### src/hdl/gvc_pkg.sv
// ----------------------------------------------------------------------------
// gvc_pkg
// shared types and constants for the gamepad velocity command block
// ----------------------------------------------------------------------------
package gvc_pkg;

   localparam int REQ_DATA_W = 80;
   localparam int RSP_DATA_W = 56;
   localparam int CSR_ADDR_W = 3;
   localparam int CSR_DATA_W = 16;
   localparam int GAIN_W     = 7;
   localparam int VEL_W      = 16;
   localparam int PC_W       = 4;
   localparam int UCODE_LEN  = 15;
   localparam int MUL_W      = 30;
   localparam int PROD_W     = 60;
   localparam int X_W        = 29;
   localparam int Q_W        = 15;

   localparam logic [7:0] STATUS_OK = 8'h5A;

   localparam int BTN_START = 3;
   localparam int BTN_L2    = 8;
   localparam int BTN_R2    = 9;
   localparam int BTN_L1    = 10;
   localparam int BTN_R1    = 11;

   localparam logic [CSR_ADDR_W-1:0] REG_FWD_MIN  = 3'd0;
   localparam logic [CSR_ADDR_W-1:0] REG_FWD_MAX  = 3'd1;
   localparam logic [CSR_ADDR_W-1:0] REG_SIDE_MIN = 3'd2;
   localparam logic [CSR_ADDR_W-1:0] REG_SIDE_MAX = 3'd3;
   localparam logic [CSR_ADDR_W-1:0] REG_TURN_MIN = 3'd4;
   localparam logic [CSR_ADDR_W-1:0] REG_TURN_MAX = 3'd5;
   localparam logic [CSR_ADDR_W-1:0] REG_HOLDOFF  = 3'd6;

   localparam logic [7:0]  STICK_CENTER = 8'd128;
   localparam logic [6:0]  DEADZONE_MAG = 7'd10;
   localparam logic [13:0] AXIS_SCALE   = 14'd100;
   localparam logic [13:0] AXIS_OFFSET  = 14'd1016;

   // round(a * g * 128 / 14605) as floor((256 * a * g + 14605) / 29210)
   localparam int RECIP_SHIFT = 44;
   localparam logic [Q_W-1:0] ROUND_DIV  = 15'd29210;
   localparam logic [X_W-1:0] ROUND_BIAS = 29'd14605;
   localparam logic [63:0] RECIP_FULL = (64'd1 << RECIP_SHIFT) / 64'd29210;
   localparam logic [MUL_W-1:0] RECIP = RECIP_FULL[MUL_W-1:0];

   typedef enum logic [1:0] {
      ST_IDLE = 2'b01,
      ST_RUN  = 2'b10
   } state_type;

   typedef enum logic [2:0] {
      OP_NOP,
      OP_GAIN,
      OP_MUL_AG,
      OP_MUL_RECIP,
      OP_MUL_BACK,
      OP_FIX,
      OP_DONE
   } op_type;

   typedef enum logic [1:0] {
      AX_FWD,
      AX_SIDE,
      AX_TURN
   } axis_type;

   typedef enum logic [1:0] {
      COND_NONE,
      COND_START,
      COND_DEAD
   } cond_type;

   typedef struct packed {
      op_type          op;
      axis_type        axis;
      cond_type        cond;
      logic [PC_W-1:0] target;
   } ucode_type;

   localparam ucode_type UCODE [UCODE_LEN] = '{
      '{OP_NOP,       AX_FWD,  COND_START, 4'd14},
      '{OP_GAIN,      AX_FWD,  COND_NONE,  4'd0},
      '{OP_MUL_AG,    AX_FWD,  COND_DEAD,  4'd6},
      '{OP_MUL_RECIP, AX_FWD,  COND_NONE,  4'd0},
      '{OP_MUL_BACK,  AX_FWD,  COND_NONE,  4'd0},
      '{OP_FIX,       AX_FWD,  COND_NONE,  4'd0},
      '{OP_MUL_AG,    AX_SIDE, COND_DEAD,  4'd10},
      '{OP_MUL_RECIP, AX_SIDE, COND_NONE,  4'd0},
      '{OP_MUL_BACK,  AX_SIDE, COND_NONE,  4'd0},
      '{OP_FIX,       AX_SIDE, COND_NONE,  4'd0},
      '{OP_MUL_AG,    AX_TURN, COND_DEAD,  4'd14},
      '{OP_MUL_RECIP, AX_TURN, COND_NONE,  4'd0},
      '{OP_MUL_BACK,  AX_TURN, COND_NONE,  4'd0},
      '{OP_FIX,       AX_TURN, COND_NONE,  4'd0},
      '{OP_DONE,      AX_FWD,  COND_NONE,  4'd0}
   };

endpackage

### src/hdl/gamepad_velocity_command_top.sv
// ----------------------------------------------------------------------------
// gamepad_velocity_command_top
// turns gamepad poll replies into signed Q5.10 velocity commands
// ----------------------------------------------------------------------------
// Each accepted word is one poll reply plus a tick time; each gives exactly one
// result word. A small microcode program drives one shared 30x30 multiplier:
// a check for START, a gain step, then four steps per stick axis (gain
// multiply, reciprocal multiply, back multiply, rounding fix). An axis in its
// deadzone skips its reciprocal multiply, back multiply and rounding fix and
// keeps a zero velocity, and a held START jumps from the check straight to the
// end. No new word is taken while the program runs; its last step waits
// until the output register is free. That register lets the next reply
// enter while a result still waits to be taken.
module gamepad_velocity_command_top #(
   parameter int TIME_WIDTH = 32
) (
   input  logic                               clock,
   input  logic                               reset,
   // status_byte, button_bits, right_stick_x, left_stick_x, left_stick_y, now_tick
   input  logic [gvc_pkg::REQ_DATA_W-1:0]     req_tdata,
   input  logic                               req_tvalid,
   output logic                               req_tready,
   // vel_forward, vel_side, vel_turn, reset_request, rumble_request, reply_valid
   output logic [gvc_pkg::RSP_DATA_W-1:0]     rsp_tdata,
   output logic                               rsp_tvalid,
   input  logic                               rsp_tready,
   input  logic                               csr_we,
   input  logic [gvc_pkg::CSR_ADDR_W-1:0]     csr_addr,
   input  logic [gvc_pkg::CSR_DATA_W-1:0]     csr_wdata
);

   localparam int GW = gvc_pkg::GAIN_W;

   // configuration
   logic [GW-1:0] fwd_min_ff, fwd_max_ff, side_min_ff, side_max_ff;
   logic [GW-1:0] turn_min_ff, turn_max_ff;
   logic [15:0]   holdoff_ff;

   always_ff @(posedge clock) begin
      if (reset) begin
         fwd_min_ff  <= 7'd0;
         fwd_max_ff  <= 7'd20;
         side_min_ff <= 7'd0;
         side_max_ff <= 7'd20;
         turn_min_ff <= 7'd0;
         turn_max_ff <= 7'd20;
         holdoff_ff  <= 16'd300;
      end else if (csr_we) begin
         case (csr_addr)
            gvc_pkg::REG_FWD_MIN:  fwd_min_ff  <= csr_wdata[GW-1:0];
            gvc_pkg::REG_FWD_MAX:  fwd_max_ff  <= csr_wdata[GW-1:0];
            gvc_pkg::REG_SIDE_MIN: side_min_ff <= csr_wdata[GW-1:0];
            gvc_pkg::REG_SIDE_MAX: side_max_ff <= csr_wdata[GW-1:0];
            gvc_pkg::REG_TURN_MIN: turn_min_ff <= csr_wdata[GW-1:0];
            gvc_pkg::REG_TURN_MAX: turn_max_ff <= csr_wdata[GW-1:0];
            gvc_pkg::REG_HOLDOFF:  holdoff_ff  <= csr_wdata;
            default: ;
         endcase
      end
   end

   // sequencer state
   gvc_pkg::state_type            state_ff, state_in;
   logic [gvc_pkg::PC_W-1:0]      pc_ff, pc_in;
   gvc_pkg::ucode_type            uc;

   // held reply and gains
   logic [15:0]   buttons_ff;
   logic [7:0]    lx_ff, ly_ff, rx_ff;
   logic [GW-1:0] gain_fwd_ff, gain_side_ff, gain_turn_ff;
   logic [GW-1:0] gain_fwd_in, gain_side_in, gain_turn_in;
   logic [TIME_WIDTH-1:0] now_ff;
   logic [TIME_WIDTH-1:0] last_ff [4];
   logic [3:0]    step_en;

   // datapath
   logic [gvc_pkg::PROD_W-1:0] prod_ff, prod_in;
   logic [gvc_pkg::X_W-1:0]    x_ff, x_in;
   logic [gvc_pkg::Q_W-1:0]    q_ff;
   logic [gvc_pkg::VEL_W-1:0]  vel_fwd_ff, vel_side_ff, vel_turn_ff, vel_in;
   logic                       valid_ff, rumble_ff;

   // output register
   logic                          rsp_valid_ff;
   logic [gvc_pkg::RSP_DATA_W-1:0] rsp_data_ff;

   logic req_fire, out_free, start_held, cond_hit, done_go;
   logic [7:0]  ax_byte;
   logic [GW-1:0] ax_gain;
   logic [6:0]  ax_mag;
   logic        ax_pos, ax_dead;
   logic [13:0] ax_scaled;
   logic [gvc_pkg::MUL_W-1:0] mul_a, mul_b;
   logic [gvc_pkg::Q_W-1:0]   q_est;
   logic [gvc_pkg::X_W-1:0]   rem;
   logic [gvc_pkg::Q_W-1:0]   q_fix;

   assign uc         = gvc_pkg::UCODE[pc_ff];
   assign req_tready = (state_ff == gvc_pkg::ST_IDLE);
   assign req_fire   = req_tvalid && req_tready;
   assign out_free   = !rsp_valid_ff || rsp_tready;
   assign start_held = !buttons_ff[gvc_pkg::BTN_START];
   assign done_go    = (state_ff == gvc_pkg::ST_RUN) && (uc.op == gvc_pkg::OP_DONE) && out_free;

   // axis operand selection
   always_comb begin
      case (uc.axis)
         gvc_pkg::AX_FWD:  begin ax_byte = ly_ff; ax_gain = gain_fwd_ff;  end
         gvc_pkg::AX_SIDE: begin ax_byte = lx_ff; ax_gain = gain_side_ff; end
         gvc_pkg::AX_TURN: begin ax_byte = rx_ff; ax_gain = gain_turn_ff; end
         default:          begin ax_byte = rx_ff; ax_gain = gain_turn_ff; end
      endcase
      ax_pos = ax_byte > gvc_pkg::STICK_CENTER;
      if (ax_byte >= gvc_pkg::STICK_CENTER) begin
         ax_mag = 7'(ax_byte - gvc_pkg::STICK_CENTER);
      end else if (ax_byte == 8'd0) begin
         ax_mag = 7'd127;
      end else begin
         ax_mag = 7'(gvc_pkg::STICK_CENTER - ax_byte);
      end
      ax_dead   = ax_mag <= gvc_pkg::DEADZONE_MAG;
      ax_scaled = 14'({7'd0, ax_mag} * gvc_pkg::AXIS_SCALE) - gvc_pkg::AXIS_OFFSET;
   end

   // jump conditions
   always_comb begin
      case (uc.cond)
         gvc_pkg::COND_START: cond_hit = start_held;
         gvc_pkg::COND_DEAD:  cond_hit = ax_dead;
         default:             cond_hit = 1'b0;
      endcase
   end

   // shared multiplier and rounding fix
   assign q_est = prod_ff[gvc_pkg::RECIP_SHIFT +: gvc_pkg::Q_W];
   assign rem   = x_ff - prod_ff[gvc_pkg::X_W-1:0];
   assign q_fix = (rem >= gvc_pkg::X_W'(gvc_pkg::ROUND_DIV)) ? q_ff + 15'd1 : q_ff;

   always_comb begin
      mul_a  = '0;
      mul_b  = '0;
      x_in   = x_ff;
      vel_in = {1'b0, q_fix};
      if (ax_pos) begin
         vel_in = 16'(16'd0 - {1'b0, q_fix});
      end
      case (uc.op)
         gvc_pkg::OP_MUL_AG: begin
            mul_a = gvc_pkg::MUL_W'(ax_scaled);
            mul_b = gvc_pkg::MUL_W'(ax_gain);
         end
         gvc_pkg::OP_MUL_RECIP: begin
            x_in  = {prod_ff[20:0], 8'd0} + gvc_pkg::ROUND_BIAS;
            mul_a = gvc_pkg::MUL_W'(x_in);
            mul_b = gvc_pkg::RECIP;
         end
         gvc_pkg::OP_MUL_BACK: begin
            mul_a = gvc_pkg::MUL_W'(q_est);
            mul_b = gvc_pkg::MUL_W'(gvc_pkg::ROUND_DIV);
         end
         default: ;
      endcase
      prod_in = mul_a * mul_b;
   end

   // gain stepping with hold-off and clamping
   always_comb begin
      logic l1, l2, r1, r2;
      logic [TIME_WIDTH-1:0] gap;
      logic signed [8:0] gf, gs, gt;
      l1 = !buttons_ff[gvc_pkg::BTN_L1];
      l2 = !buttons_ff[gvc_pkg::BTN_L2];
      r1 = !buttons_ff[gvc_pkg::BTN_R1];
      r2 = !buttons_ff[gvc_pkg::BTN_R2];
      for (int s = 0; s < 4; s++) begin
         gap        = now_ff - last_ff[s];
         step_en[s] = gap > TIME_WIDTH'(holdoff_ff);
      end
      step_en[0] = step_en[0] && l1 && !l2;
      step_en[1] = step_en[1] && l2 && !l1;
      step_en[2] = step_en[2] && r1 && !r2;
      step_en[3] = step_en[3] && r2 && !r1;
      gf = $signed({2'b00, gain_fwd_ff})  + $signed({8'd0, step_en[0]})
           - $signed({8'd0, step_en[1]});
      gs = $signed({2'b00, gain_side_ff}) + $signed({8'd0, step_en[0]})
           - $signed({8'd0, step_en[1]});
      gt = $signed({2'b00, gain_turn_ff}) + $signed({8'd0, step_en[2]})
           - $signed({8'd0, step_en[3]});
      if (gf < $signed({2'b00, fwd_min_ff})) gf = $signed({2'b00, fwd_min_ff});
      else if (gf > $signed({2'b00, fwd_max_ff})) gf = $signed({2'b00, fwd_max_ff});
      if (gs < $signed({2'b00, side_min_ff})) gs = $signed({2'b00, side_min_ff});
      else if (gs > $signed({2'b00, side_max_ff})) gs = $signed({2'b00, side_max_ff});
      if (gt < $signed({2'b00, turn_min_ff})) gt = $signed({2'b00, turn_min_ff});
      else if (gt > $signed({2'b00, turn_max_ff})) gt = $signed({2'b00, turn_max_ff});
      gain_fwd_in  = gf[GW-1:0];
      gain_side_in = gs[GW-1:0];
      gain_turn_in = gt[GW-1:0];
   end

   // step counter
   always_comb begin
      state_in = state_ff;
      pc_in    = pc_ff;
      case (state_ff)
         gvc_pkg::ST_IDLE: begin
            if (req_fire) begin
               state_in = gvc_pkg::ST_RUN;
               pc_in    = '0;
            end
         end
         gvc_pkg::ST_RUN: begin
            if (uc.op == gvc_pkg::OP_DONE) begin
               if (out_free) state_in = gvc_pkg::ST_IDLE;
            end else if (cond_hit) begin
               pc_in = uc.target;
            end else begin
               pc_in = pc_ff + 4'd1;
            end
         end
         default: state_in = gvc_pkg::ST_IDLE;
      endcase
   end

   always_ff @(posedge clock) begin
      if (reset) begin
         state_ff     <= gvc_pkg::ST_IDLE;
         pc_ff        <= '0;
         buttons_ff   <= 16'hFFFF;
         lx_ff        <= gvc_pkg::STICK_CENTER;
         ly_ff        <= gvc_pkg::STICK_CENTER;
         rx_ff        <= gvc_pkg::STICK_CENTER;
         gain_fwd_ff  <= 7'd5;
         gain_side_ff <= 7'd5;
         gain_turn_ff <= 7'd5;
         for (int s = 0; s < 4; s++) last_ff[s] <= '0;
         rsp_valid_ff <= 1'b0;
      end else begin
         state_ff <= state_in;
         pc_ff    <= pc_in;
         if (req_fire && req_tdata[7:0] == gvc_pkg::STATUS_OK) begin
            buttons_ff <= req_tdata[23:8];
            rx_ff      <= req_tdata[31:24];
            lx_ff      <= req_tdata[39:32];
            ly_ff      <= req_tdata[47:40];
         end
         if (state_ff == gvc_pkg::ST_RUN && uc.op == gvc_pkg::OP_GAIN) begin
            gain_fwd_ff  <= gain_fwd_in;
            gain_side_ff <= gain_side_in;
            gain_turn_ff <= gain_turn_in;
            for (int s = 0; s < 4; s++) begin
               if (step_en[s]) last_ff[s] <= now_ff;
            end
         end
         if (done_go) begin
            rsp_valid_ff <= 1'b1;
         end else if (rsp_tready) begin
            rsp_valid_ff <= 1'b0;
         end
      end
   end

   always_ff @(posedge clock) begin
      if (req_fire) begin
         now_ff      <= TIME_WIDTH'(req_tdata[79:48]);
         valid_ff    <= req_tdata[7:0] == gvc_pkg::STATUS_OK;
         rumble_ff   <= 1'b0;
         vel_fwd_ff  <= '0;
         vel_side_ff <= '0;
         vel_turn_ff <= '0;
      end
      if (state_ff == gvc_pkg::ST_RUN) begin
         prod_ff <= prod_in;
         x_ff    <= x_in;
         if (uc.op == gvc_pkg::OP_MUL_BACK) q_ff <= q_est;
         if (uc.op == gvc_pkg::OP_GAIN) rumble_ff <= |step_en;
         if (uc.op == gvc_pkg::OP_FIX) begin
            case (uc.axis)
               gvc_pkg::AX_FWD:  vel_fwd_ff  <= vel_in;
               gvc_pkg::AX_SIDE: vel_side_ff <= vel_in;
               default:          vel_turn_ff <= vel_in;
            endcase
         end
      end
      if (done_go) begin
         rsp_data_ff <= {5'd0, valid_ff, rumble_ff, start_held,
                         vel_turn_ff, vel_side_ff, vel_fwd_ff};
      end
   end

   assign rsp_tvalid = rsp_valid_ff;
   assign rsp_tdata  = rsp_data_ff;

   // checks
   a_reset_zero_speed: assert property (@(posedge clock) disable iff (reset)
      rsp_tvalid && rsp_tdata[48] |-> rsp_tdata[47:0] == 48'd0)
      else $error("reset request with nonzero speed");

   a_reset_no_rumble: assert property (@(posedge clock) disable iff (reset)
      rsp_tvalid |-> !(rsp_tdata[48] && rsp_tdata[49]))
      else $error("reset request together with rumble");

   a_accept_starts_program: assert property (@(posedge clock) disable iff (reset)
      req_fire |=> state_ff == gvc_pkg::ST_RUN && pc_ff == '0)
      else $error("accepted word did not start the program");

   a_done_loads_output: assert property (@(posedge clock) disable iff (reset)
      done_go |=> rsp_valid_ff && state_ff == gvc_pkg::ST_IDLE)
      else $error("finished item not loaded into output register");

   a_gain_only_in_step: assert property (@(posedge clock) disable iff (reset)
      !(state_ff == gvc_pkg::ST_RUN && uc.op == gvc_pkg::OP_GAIN)
      |=> $stable(gain_fwd_ff) && $stable(gain_turn_ff))
      else $error("gain changed outside the gain step");

endmodule

### config.mk
export PLATFORM = sky130hd
export DESIGN_NAME = gamepad_velocity_command_top
export DESIGN_NICKNAME = d
export VERILOG_FILES = /design/src/hdl/gvc_pkg.sv /design/src/hdl/gamepad_velocity_command_top.sv
export SDC_FILE = /design/constraint.sdc
export NUM_CORES = 2
export LEC_CHECK = 0
export BUFFER_PORTS_ARGS = -buffer_cell sky130_fd_sc_hd__buf_4
export CAP_MARGIN = 0
export CORE_MARGIN = 5
export CORE_UTILIZATION = 45
export CTS_CLUSTER_SIZE = 20
export DETAILED_ROUTE_END_ITERATION = 12
export SKIP_LAST_GASP = 1
export SYNTH_ARGS = -nofsm -noshare
export SYNTH_HDL_FRONTEND = slang
export SYNTH_SLANG_ARGS = --single-unit
### constraint.sdc
create_clock -name clock -period 21 [get_ports clock]
set_input_delay 6.3 -clock clock [delete_from_list [all_inputs] [get_ports clock]]
set_output_delay 6.3 -clock clock [all_outputs]
set_load 0.03 [all_outputs]
# Yosys cells after proc, flatten, opt, wreduce, memory -nomap -nowiden
# Memory sizes are Yosys's and may differ from the RTL's.
# Cells that the tools add are included.
# Widths: inputs -> output; s select.
# classes
order_cmp	15
mul	2
muxes	64
eq_ne	22
bitwise	5
n_reduce_logical	38
n_addsub	18
# op_table
op	count
$mux 16	13
$gt 32x16->1	4
$mux 32	4
$sub 32x32->32	4
$pmux 30 s3	1
$pmux 29 s3	1
$mul 29x30->59	1
$mux 7	8
$add 29x14->29 const B	1
$ge 29x15->1 const B	1
$sub 29x29->29	1
$gt 9x8->1	3
$lt 9x8->1	3
$sub 8x1->9	3
$add 7x1->8	3
$mux 1	23
$mux 11	2
$eq 3x3->1 const B	6
$reduce_and 2->1	9
$pmux 8 s2	1
$sub 1x15->16 const A	1
$add 15x1->15 const B	1
$mux 15	1
$pmux 7 s2	1
33 further kinds	68
# totals
n_memories	2
output_inout_bits	58
mem_bits_rw	128
mem_bits_ro	176
regBits	358
# memory_table
memory	depth	word_bits	read_ports	rd_ports_with_merged_regs	wr	line_no	source
(no name shown)	16	11	1	0	0	gamepad_velocity_command_top.sv:98	assign uc = gvc_pkg::UCODE[pc_ff];
last_ff	4	32	4	0	4	gamepad_velocity_command_top.sv:73	logic [TIME_WIDTH-1:0] last_ff [4];

# Longest topological paths before layout
# depth
depth_word	14
mapped_depth	60

# Worst setup path before layout
# Ideal clock, no wire load.
# synth_path
path_kind	register to register
start	register pc_ff[2] (netlist name)
end	register prod_ff[53] (netlist name) (data pin)
arrival_time_ns	12.260
stages_incl_launch_ff	56
setup_slack_ns	8.474
path_cell_list	dfxtp_1 -> clkbuf_1 -> inv_1 -> ha_1 -> clkbuf_1 -> nor2_1 -> a22o_1 -> a221o_1 -> nor4_1 -> nand4_1 -> nand2_1 -> nand2_1 -> nand2_1 -> o31a_1 -> inv_1 -> ha_1 -> ha_1 -> ha_1 -> [... 20 more ...] -> inv_1 -> fa_1 -> inv_1 -> fa_1 -> inv_1 -> ha_1 -> a21boi_0 -> a21o_1 -> a21o_1 -> a21oi_1 -> nand2_1 -> o2111ai_1 -> a21oi_1 -> or4b_2 -> a21oi_1 -> nand3b_1 -> o21ai_0 -> xor2_1
# synth_via
elab_chain_len	13
elab_cells_between_ends	22
classes_between	add/sub: 3; mul: 2; order compare: 1; eq/ne: 4; mux: 8; bitwise: 1; reduce/logical: 2; memory: 1
# synth_rtl
element	line_no	source
start, declared	gamepad_velocity_command_top.sv:64	logic [gvc_pkg::PC_W-1:0] pc_ff, pc_in;
start signal, assigned	gamepad_velocity_command_top.sv:239	pc_ff <= pc_in;
$not 4->5 (not written as such) *	gamepad_velocity_command_top.sv:98	
$mem_v2 16x11 *	n/a	
$mux 11 (not written as such) * (2 in series)	gamepad_velocity_command_top.sv:98	
$eq 2x1->1 or $logic_not 2->1 (tied branches)	gamepad_velocity_command_top.sv:107	case (uc.axis)
$pmux 8 s2	gamepad_velocity_command_top.sv:107	
$sub 1x7->7 or $logic_not 8->1 (tied branches)	gamepad_velocity_command_top.sv:119, gamepad_velocity_command_top.sv:116	
$mux 7	gamepad_velocity_command_top.sv:116	end else if (ax_byte == 8'd0) begin
$mux 7	gamepad_velocity_command_top.sv:114	if (ax_byte >= gvc_pkg::STICK_CENTER) begin
$mul 7x5->12	gamepad_velocity_command_top.sv:122	ax_scaled = 14'({7'd0, ax_mag} * gvc_pkg::AXIS_SCALE) - gvc_pkg::AXIS_OFFSET;
$sub 14x10->14	gamepad_velocity_command_top.sv:122	
$pmux 29 s3	gamepad_velocity_command_top.sv:147	case (uc.op)
$mul 29x30->59 *	gamepad_velocity_command_top.sv:163	prod_in = mul_a * mul_b;
via prod_in, one bit	gamepad_velocity_command_top.sv:77	logic [gvc_pkg::PROD_W-1:0] prod_ff, prod_in;
end signal, assigned	gamepad_velocity_command_top.sv:272	prod_ff <= prod_in;
end, declared	gamepad_velocity_command_top.sv:77	
# The timed path passes the listed nets; every way through them passes the cells marked *. The select of a mux whose other input is x is not followed.
# A chain may end at the register's enable or synchronous reset.

# Worst setup path after layout
# layout_path
start	register pc_ff[1] (netlist name)
end	register prod_ff[58] (netlist name) (data pin)
# Same word-level chain as after synthesis.

==> metrics <==
global-route wire length before repair 206,000 um; WL per Instance 18.0 um; Synth async-reset ratio 0%; Setup TNS Final 0 ps; R2R Path End prod_ff[58]$_DFFE_PP_; Routed Antenna Nets 0; final net count 6,971; most used cell, CP inv_1; Worst Path Buf+Inv 9; f_max 68.1 MHz; Final min period about 15,000 ps; Port Buf Inserts about 150; PwrDens ~66 nW/um2; Placed Instance Area 53,700 um2; share of layout cells above drive strength 1 under 10%; WHS Path Cells 0; GRT Total Usage roughly 22%; first drt pass iteration count 8; Synth cell types about 90; Vias 37,600; R2R depth 52; FP Rows between 100 and 150; Int Pwr around 2.3 mW; Core ar. around 110,000 um2; drt drc 0; Layout area overhead 10.5%; postcts setup bufs 0; total power ~3.6 mW; leading area contributor after synthesis fa_1; Sw Ratio between 30% and 40%; crit start category flop; Worst Slack Setup Final approximately 6300 ps; outcome completed; Main synth FF type edfxtp_1; clock latency on the worst-skew pair approximately 650 ps; cell area after layout around 56,000 um2; Critical-path top delay cell nor4_1; Hold/Removal Path Class flop to flop; Post-synth EDFFs 292; Synth Cell Area approximately 50,000 um2; Synth Warn # 0; register-to-register setup slack 6310 ps; clock buffer depth 3; Die ar. 118,000 um2; CTS root buf clkbuf_16; unrepaired setup endpoints after global routing no; Worst Hold Path EP rsp_tdata[41]$_DFFE_PP_; most numerous cell in the Yosys netlist inv_1; number of global-route vias before repair 38,200; worst path arrival time roughly 15,000 ps; largest net degree at the start of global routing slightly above 80; H-tree levels 2; Congestion Overflow GR 0; critical-path maximum fanout 13; Post-Synthesis Cells 5,402; worst reg2reg path startpoint pc_ff[1]$_SDFFE_PP0P_; top post-synthesis cells by count inv_1 (1,029), ha_1 (697), fa_1 (510); endpoints failing setup 0; CP required approximately 21,000 ps; Avg Vias per Cell between 5 and 6; Seq pwr share roughly 28%; number of buffers created by CTS between 50 and 60; Hold-fix buffers, CTS 0; CTS Sinks around 460; cts repair resizes 0; Seq cells post-synth around 460; diodes inserted 0; max incr delay on CP between 700 and 800 ps; most area-consuming cells after synthesis fa_1 (20%), edfxtp_1 (17%), ha_1 (17%), inv_1 (7.7%), dfxtp_1 (6.5%); Comb pwr share approximately 45%; Starting Density between 40 and 50%; Ports approximately 160; Reg clk slew, reported paths 60 ps; die width 344 um; GP Congestion around 0.88; mean area per synthesized cell around 9.3 um2; pre-CTS WS between 6000 and 7000 ps; Yosys top cell area share about a fifth; Static Leak 26.6 nW; Hold Crit Start vel_turn_ff[9]$_DFF_P_; Fin. Hold Viols 0; Die Ht between 300 and 400 um; drt total wl 129,000 um; actual slew at the worst max-slew pin 1120 ps; final slew viol count 0; initial antenna violation count 1; CTS tree built; max cap viols 0; Final period util a little over two thirds; skew final about 35 ps; drt first-iter violations approximately 2,400; Setup crit end kind flop; Clk pwr share between 20 and 30%; DP Wirelength around 110,000 um; Crit Path Category flop to flop; switching power ~1.4 mW; Slew Limit Headroom between 20 and 25%; Seq/Total Area, Yosys a little under a quarter; Crit path max-delay family adder cells; worst-case vdd ir drop roughly 0.11 mV
kinds of logic after synthesis:
kind of cell | after synthesis | synth area share, %
buf+inv | 1156 | 8.69
simple gates | 1343 | 12.5
xor+xnor | 202 | 3.52
compound gates | 987 | 12.7
fa+ha+maj | 1207 | 37.7
other cells | 2 | 0.0149
mux | 49 | 0.993
flops | 456 | 24.0
how the worst max path moves through the flow:
stage | startpoint | end | cells past startpoint
detailed placement | pc_ff[1]$_SDFFE_PP0P_ | prod_ff[58]$_DFFE_PP_ | 52
finish | pc_ff[1]$_SDFFE_PP0P_ | prod_ff[58]$_DFFE_PP_ | 52
global route | pc_ff[1]$_SDFFE_PP0P_ | prod_ff[58]$_DFFE_PP_ | 52
CTS | pc_ff[1]$_SDFFE_PP0P_ | prod_ff[58]$_DFFE_PP_ | 52
floorplan | pc_ff[2]$_SDFFE_PP0P_ | prod_ff[53]$_DFFE_PP_ | 55
global placement | pc_ff[1]$_SDFFE_PP0P_ | prod_ff[58]$_DFFE_PP_ | 52
sequential cells by signal, summed over array words and instances, names as in the netlist, 5 cells and up:
signal        cells
lx_ff             8
x_ff             21
vel_side_ff      16
gain_side_ff      7
vel_fwd_ff       16
turn_max_ff       7
buttons_ff        5
last_ff         128
gain_fwd_ff       7
prod_ff          44
fwd_min_ff        7
ly_ff             8
rx_ff             8
rsp_tdata        51
holdoff_ff       16
side_max_ff       7
q_ff             15
now_ff           32
vel_turn_ff      16
side_min_ff       7
fwd_max_ff        7
turn_min_ff       7
gain_turn_ff      7
power by group through the flow:
stage               combinational (mW)  sequential (mW)  clock (mW)
finish                            1.64             1.01       0.991
global route                      1.84             1.02        1.05
CTS                               1.63             1.01        1.01
detailed placement                1.60             1.03           0
global placement                  1.60             1.03           0
floorplan                         1.17             1.02           0
layout make-up:
class | count | area, um2
fill | 10600 | 55300
clock inverter | 32 | 370
clock buffer | 70 | 1510
multi-input combinational | 3929 | 34500
timing repair buffer | 190 | 1430
inverter | 1029 | 3860
sequential | 456 | 12100
tap | 1488 | 1860
cells in the final DEF, fill, tap and decap left out, types with 66 or more instances in the layout:
cell type	instances
inv_1	1028
ha_1	697
fa_1	510
nand2_1	439
nor2_1	381
a21oi_1	316
edfxtp_1	292
buf_4	190
o21ai_0	175
dfxtp_1	164
conb_1	141
xnor2_1	132
nand3_1	111
a21o_1	104
xor2_1	66
routing by layer:
layer  wire length (um)  vias to the layer above  global-route usage [%]  share of wire, %
met1              59600                    18300                    30.6                46
met2              58800                      705                    36.0                46
li1                   -                    18400                       -                 -
met3               6700                      162                    3.14               5.2
met5                  0                        -                       0                 0
met4               4140                        0                    6.84               3.2
per-stage QoR:
| stage | cells | util, % | hold WS [ps] |
|---|---|---|---|
| finish | 7194 | 50.1 | 427 |
| floorplan | 5541 | - | 400 |
| detailed placement | 7092 | 48.4 | 412 |
| CTS | 7194 | 50.1 | 428 |
| global placement | 7092 | 48.4 | 410 |
| global route | 7194 | 50.1 | 435 |
Power figures use the tool's default switching activity.
